File: config.mk
export PLATFORM = sky130hd
export DESIGN_NAME = pmr_ctrl
export DESIGN_NICKNAME = d
export VERILOG_FILES = /design/src/rtl/core/pmr_pkg.sv /design/src/rtl/core/pmr_ctrl.sv
export VERILOG_INCLUDE_DIRS = /design/src /design/src/rtl/core
export SDC_FILE = /design/constraint.sdc
export NUM_CORES = 1
export LEC_CHECK = 0
export BUFFER_PORTS_ARGS = -buffer_cell sky130_fd_sc_hd__buf_2
export CAP_MARGIN = 10
export CORE_AREA = 2 2 39 41
export DETAILED_ROUTE_END_ITERATION = 7
export DIE_AREA = 0 0 41 43
export PLACE_DENSITY = 0.57
export SYNTH_ARGS = -nofsm -noshare
export SYNTH_HDL_FRONTEND = slang
export SYNTH_SLANG_ARGS = --single-unit
File: constraint.sdc
create_clock -name i_clk -period 3.03 [get_ports i_clk]
set_clock_uncertainty 0.05 [all_clocks]
set_input_delay 0 -clock i_clk [delete_from_list [all_inputs] [get_ports i_clk]]
set_output_delay 0 -clock i_clk [all_outputs]
set_load 0.05 [all_outputs]
File: src/rtl/core/particle_multinomial_resampler_assert.svh
// assertion macros for the multinomial resampler
`ifndef PARTICLE_MULTINOMIAL_RESAMPLER_ASSERT_SVH
`define PARTICLE_MULTINOMIAL_RESAMPLER_ASSERT_SVH

`ifndef NO_ASSERTIONS

// same-cycle implication
`define PMR_ASSERT_NOW(label, clk, rst_n, ante, cons) \
    label: assert property (@(posedge clk) disable iff (!rst_n) (ante) |-> (cons)) \
        else $error("pmr assertion failed");

// next-cycle implication
`define PMR_ASSERT_NEXT(label, clk, rst_n, ante, cons) \
    label: assert property (@(posedge clk) disable iff (!rst_n) (ante) |=> (cons)) \
        else $error("pmr assertion failed");

`else

`define PMR_ASSERT_NOW(label, clk, rst_n, ante, cons)
`define PMR_ASSERT_NEXT(label, clk, rst_n, ante, cons)

`endif

`endif

File: src/rtl/core/pmr_pkg.sv
// types and constants shared by the multinomial resampler
package pmr_pkg;

    localparam int W_POS    = 32;
    localparam int W_HEAD   = 16;
    localparam int W_WEIGHT = 32;
    localparam int W_DRAW   = 32;
    localparam int W_CUM    = 40;
    localparam int W_INDEX  = 7;

    localparam logic REQ_LOAD = 1'b0;
    localparam logic REQ_DRAW = 1'b1;

    typedef logic [W_INDEX-1:0] t_index;

    typedef struct packed {
        logic [W_CUM-1:0]         cum;
        logic signed [W_POS-1:0]  x;
        logic signed [W_POS-1:0]  y;
        logic signed [W_HEAD-1:0] h;
    } t_entry;

    typedef struct packed {
        logic load;       // store the accepted particle
        logic take_draw;  // latch the accepted draw fraction
        logic mul_lo;     // low partial product of the seed
        logic mul_hi;     // high partial product of the seed
        logic seed;       // sum partial products, rewind the scan
        logic scan;       // step the cumulative weight scan
        logic deliver;    // move the result to the output register
    } t_dp_cmd;

    typedef struct packed {
        logic hit;        // scanned entry beats the seed
        logic miss;       // scan ran out of loaded particles
        logic out_free;   // output register can take a result
    } t_dp_stat;

endpackage

File: src/rtl/core/pmr_ctrl.sv
// controller state machine of the multinomial resampler
`include "particle_multinomial_resampler_assert.svh"

module pmr_ctrl import pmr_pkg::*; (
    input  logic     i_clk,
    input  logic     i_rst_n,
    input  logic     i_in_valid,
    input  logic     i_req_type,
    output logic     o_in_ready,
    input  t_dp_stat i_stat,
    output t_dp_cmd  o_cmd
);

    typedef enum logic [5:0] {
        S_IDLE = 6'b000001,
        S_MLO  = 6'b000010,
        S_MHI  = 6'b000100,
        S_SEED = 6'b001000,
        S_SCAN = 6'b010000,
        S_DLV  = 6'b100000
    } t_state;

    t_state r_state, n_state;
    logic   in_fire;

    assign o_in_ready = (r_state == S_IDLE);
    assign in_fire    = i_in_valid && o_in_ready;

    always_comb begin
        n_state = r_state;
        o_cmd   = '0;
        unique case (r_state)
            S_IDLE: begin
                if (in_fire) begin
                    if (i_req_type == REQ_DRAW) begin
                        o_cmd.take_draw = 1'b1;
                        n_state         = S_MLO;
                    end else begin
                        o_cmd.load = 1'b1;
                    end
                end
            end
            S_MLO: begin
                o_cmd.mul_lo = 1'b1;
                n_state      = S_MHI;
            end
            S_MHI: begin
                o_cmd.mul_hi = 1'b1;
                n_state      = S_SEED;
            end
            S_SEED: begin
                o_cmd.seed = 1'b1;
                n_state    = S_SCAN;
            end
            S_SCAN: begin
                o_cmd.scan = 1'b1;
                if (i_stat.hit || i_stat.miss) begin
                    n_state = S_DLV;
                end
            end
            S_DLV: begin
                if (i_stat.out_free) begin
                    o_cmd.deliver = 1'b1;
                    n_state       = S_IDLE;
                end
            end
            default: begin
                n_state = S_IDLE;
            end
        endcase
    end

    always_ff @(posedge i_clk) begin
        if (!i_rst_n) begin
            r_state <= S_IDLE;
        end else begin
            r_state <= n_state;
        end
    end

    `PMR_ASSERT_NOW(a_no_scan_when_ready, i_clk, i_rst_n, o_in_ready, !o_cmd.scan)
    `PMR_ASSERT_NOW(a_deliver_free, i_clk, i_rst_n, o_cmd.deliver, i_stat.out_free)
    `PMR_ASSERT_NEXT(a_scan_end, i_clk, i_rst_n,
        o_cmd.scan && (i_stat.hit || i_stat.miss), r_state == S_DLV)
    `PMR_ASSERT_NEXT(a_draw_starts_seed, i_clk, i_rst_n, o_cmd.take_draw, !o_in_ready)

endmodule

After elaboration in Yosys (flattened, before gate mapping)
Cells that the tools add are included.
{"block": "word_totals", "reg_bits": 6, "output_inout_bits": 8, "wordCells": 29}
{"block": "classes", "n_eq_ne": 10, "mux": 15, "n_reduce_logical": 3}
{"cell": "6-bit case mux with 6 select lines", "count": 1}
{"cell": "6-bit two-way mux", "count": 4}
{"cell": "1-bit two-way mux", "count": 8}
{"cell": "6-bit by 1-bit == test with 1-bit output (second input constant)", "count": 1}
{"cell": "6-bit by 2-bit == test with 1-bit output (second input constant)", "count": 1}
{"cell": "6-bit by 3-bit == test with 1-bit output (second input constant)", "count": 1}
{"cell": "6-bit by 4-bit == test with 1-bit output (second input constant)", "count": 1}
{"cell": "6-bit by 5-bit == test with 1-bit output (second input constant)", "count": 1}
{"cell": "6-bit == test (second input constant)", "count": 1}
{"cell": "2-bit inequality test (second input constant)", "count": 3}
{"cell": "2-bit two-way mux", "count": 2}
{"cell": "4-bit AND reduction", "count": 1}
{"cell": "2-bit by 1-bit inequality test with 1-bit output (second input constant)", "count": 1}
{"cell": "1-bit logical AND", "count": 1}
{"cell": "1-bit logical OR", "count": 1}

Longest topological paths before layout
{"block": "depth", "ltp_word": 4, "mapped_depth": 5, "ltp_nobuf": 4}

Least setup slack after synthesis
Ideal clock, no wire load.
{"block": "synth_path", "kind": "flip-flop to output port", "from": "reg r_state[2]", "to": "out o_cmd[0] (netlist name)", "arrival_time_ns": 2.581, "slack_ns": 0.399, "stages_incl_launch_ff": 4, "cell_sequence": "dfxtp_1 > buf_6 > or4_4 > nor4b_1"}
{"item": "start, declared", "line": "pmr_ctrl.sv:23", "source": "t_state r_state, n_state;"}
{"item": "start signal, assigned", "line": "pmr_ctrl.sv:77", "source": "r_state <= n_state;"}
{"item": "end, declared", "line": "pmr_ctrl.sv:11", "source": "output t_dp_cmd o_cmd"}

Worst setup path after layout
{"block": "layout_path", "from": "reg r_state[2]", "to": "reg r_state[3]"}
{"block": "layout_via", "elab_chain_cells": 4, "elab_cells_between_ends": 13, "cone_classes": "eq/ne: 10; mux: 1; reduce/logical: 2"}
{"item": "6-bit by 1-bit == test with 1-bit output", "line": "pmr_ctrl.sv:26, pmr_ctrl.sv:32"}
{"item": "1-bit logical AND", "line": "pmr_ctrl.sv:27", "source": "assign in_fire = i_in_valid && o_in_ready;"}
{"item": "2-bit by 1-bit inequality test with 1-bit output (no source line)"}
{"item": "4-bit AND reduction (no source line)"}
Parallel ways exist; a longest one is shown, timed or not.
A chain may end at the register's enable or synchronous reset.

==> run_results.csv <==
group,metric,value,unit
power_and_ir_drop,pwr_density_cell,930.7,mW/mm2
setup_path,r2r-start,"r_state[2]$_SDFFE_PN0P_",
timing,relSlewSlack,0.7207,
timing,finalSetupViolCount,0,
placed_design,dp_slack,1150,ps
cts,clock_latency,240,ps
yosys,synth_warnings,0,
timing,drv_slew,0,
min_path,hold_depth,3,
timing,finalHoldViolations,0,
final_layout,fillers,156,
grt,antenna_found_initial,0,
cts,cts.htree.levels,1,
setup_path,cp-end-kind,"register",
die,die_w,41,um
route,vias,387,
setup_path,crit_family,"simple AND/OR/NAND/NOR gates",
cts,cts.sinks,6,
setup_path,arrival,1950,ps
yosys,synthXorXnorAreaFrac,0.02280,
yosys,synth-compound-area-share,0.1531,
cts,cts_tree,"yes",
die,dieHeight,43,um
setup_path,critPathLaunchType,"register",
setup_path,worstRegToRegCells,4,
setup_path,path_cells,"or4_4, or4b_4, nand4_1, nor4b_1",
power_and_ir_drop,clkPwrFrac,0.164,
job,drv_cap,0,
route,finalWirelength,808,um
grt,grt_pass1_wl,1.380,mm
cts,cts_resized,0,
yosys,synthSimpleGateAreaFrac,0.4495,
final_layout,drive_gt1_frac,0.3333,
min_path,min-delay-start,"i_stat[2]",
yosys,yosysSeqAreaShare,0.3127,
yosys,synth_mux_area_frac,0,
setup_path,crit_type,"register to register",
die,coreArea,0.001384,mm2
yosys,synth_top_family_by_area,"simple AND/OR/NAND/NOR gates",
die,initial_core_util,0.2776,
final_layout,reg_top3,"r_state (6)",
final_layout,layout_commonest_cell,"buf_2",
route,drt_first_pass_iters,4,
placed_design,dp_hpwl,629.2,um
route,drtIter0Drc,8,
setup_path,crit_buf_inv,0,
yosys,yosys.area_share.adder,0,
grt,grt_pass1_vias,326,
power_and_ir_drop,ir_drop,315.4,uV
setup_path,r2r_end,"r_state[3]$_SDFFE_PN0P_",
cts,path_clk_slew,50,ps
grt,overflow,0,
yosys,syn_inst,44,
yosys,ys_seq_elements,6,
power_and_ir_drop,p_int,233.3,uW
power_and_ir_drop,swShare,0.4888,
timing,fmax,531.1,MHz
final_layout,fin_nets,69,
grt,grtUsageTotal,0.1188,
placed_design,place.gp.congestion,0.7553,
yosys,syn_area_per_cell,8.730,um2
power_and_ir_drop,p_leak,0.2327,nW
grt,grt_max_degree,9,
timing,finalWorstSetupSlack,1147,ps
setup_path,worst_path_max_delay_cell,"or4_4",
final_layout,layout_common_cells,"14 x buf_2, 6 x dfxtp_1, 5 x nor2_1",
cts,cts_root_buf,"clkbuf_4",
route,ant_nets,0,
yosys,netlist_area,384.1,um2
power_and_ir_drop,p_switching,223.1,uW
power_and_ir_drop,combPwrFrac,0.558,
die,die_area,0.001763,mm2
setup_path,reg2reg_slack,1150,ps
die,rows,14,
final_layout,area_growth,27.69,%
status,status,"finished clean",
yosys,syn_nets,51,
setup_path,crit_required,3100,ps
route,drc_errors,0,
setup_path,max_stage_delay,570,ps
timing,min_period,1883,ps
min_path,hp-class,"input port to register",
cts,clk_path_buf_depth,2,
setup_path,cp_max_fo,8,
die,ios,15,
timing,timing.final.crit_share,0.6214,
timing,rsz0062_at_grt,"no",
final_layout,regMostFlops,"r_state",
route,wl_per_cell,10.63,um
power_and_ir_drop,seqPwrFrac,0.278,
route,viasPerCell,5.092,
cts,numCtsBuffers,3,
final_layout,largest_reg_flops,6,
yosys,synth_cell_type_count,27,
placed_design,portBuffers,14,
final_layout,finish.cell_count_without_fillers,76,
final_layout,n_antenna_cell,0,
placed_design,dp_cells,72,
min_path,whs_endpoint,"r_state[5]$_SDFFE_PN0P_",
timing,setup-tns-final,0,ps
timing,tightest_slew,415.2,ps
[metrics by stage]
stage / cell area, um2 / utilization / hold slack (ps) / power (mW)
floorplan: 384.1 / - / 49.48 / 0.3315
detailed placement: 457.9 / 0.3309 / 192.5 / 0.3818
finish: 490.5 / 0.3544 / 14.73 / 0.4565
CTS: 490.5 / 0.3544 / 11.26 / 0.4617
global placement: 457.9 / 0.3309 / 197.9 / 0.3811
global route: 490.5 / 0.3544 / 25.29 / 0.4909
[layer usage]
layer | part of all wire | GRT usage
met5 | 0 | 0
met4 | 0.017 | 0.1000
met3 | 0.045 | 0.03141
met2 | 0.46 | 0.1500
met1 | 0.47 | 0.1591
[area by class of cell]
class / instances / area [um2] / share of cell area
Inverter: 2 / 7.507 / 0.01531
Timing Repair Buffer: 15 / 80.08 / 0.1633
Clock buffer: 3 / 22.52 / 0.04592
Tap cell: 16 / 20.02 / 0.04082
Sequential cell: 6 / 120.1 / 0.2449
Multi-Input combinational cell: 34 / 240.2 / 0.4898
[logic make-up (layout without fill, tap and decap cells)]
group           after synthesis  after routing
simple gates                 25             25
xor+xnor                      1              1
flops                         6              6
compound gates                8              8
buf+inv                       4             20
[worst max-delay path by stage]
stage / endpoint / slack (ps) / start / depth (start not counted)
global placement: r_state[3]$_SDFFE_PN0P_ / 1180 / r_state[1]$_SDFFE_PN0P_ / 4
floorplan: o_cmd[0] / 400 / r_state[2]$_SDFFE_PN0P_ / 3
global route: o_cmd[2] / 1000 / r_state[0]$_SDFFE_PN1P_ / 3
detailed placement: r_state[3]$_SDFFE_PN0P_ / 1150 / r_state[1]$_SDFFE_PN0P_ / 4
CTS: o_cmd[2] / 1130 / r_state[0]$_SDFFE_PN1P_ / 3
finish: r_state[3]$_SDFFE_PN0P_ / 1150 / r_state[2]$_SDFFE_PN0P_ / 4
[power groups by stage]
stage	logic, mW	clock network, mW	registers [mW]
4_1_cts	0.256	0.0793	0.126
5_1_grt	0.276	0.0824	0.133
6_report	0.255	0.0749	0.127
3_3_place_gp	0.253	0	0.128
2_1_floorplan	0.211	0	0.120
3_5_place_dp	0.254	0	0.128
[Yosys cell counts (all sizes together)]
master  count  area [um2]
nand3       1       10.01
nand4b      1       8.760
nor4b       2       17.52
a31oi       1       6.260
o211ai      2       15.01
buf         2       16.26
dfxtp       6       120.1
a211o       1       8.760
a21boi      1       7.510
nor4        1       6.260
nor3        2       10.01
nand2b      1       6.260
or4b        1       13.76
nand2       1       3.750
nand4       1       6.260
nand3b      3       22.52
inv         2       7.510
or4         2       18.77
and3        1       6.260
nor3b       2       15.01
o21ai       2       10.01
o2111a      1       11.26
nor2        5       18.77
and3b       1       8.760
xor2        1       8.760
[timing repair]
item / CTS / global route
hold buffers: 1 / 0
buffers inserted: 0 / 0
hold endpoints to repair: 3 / 0
[worst reg2reg max path, stage by stage, from the launching register on]
cell	delay [ps]
dfxtp_1	370
or4_4	570
or4b_4	530
nand4_1	170
nor4b_1	70
Power figures use the tool's default switching activity.
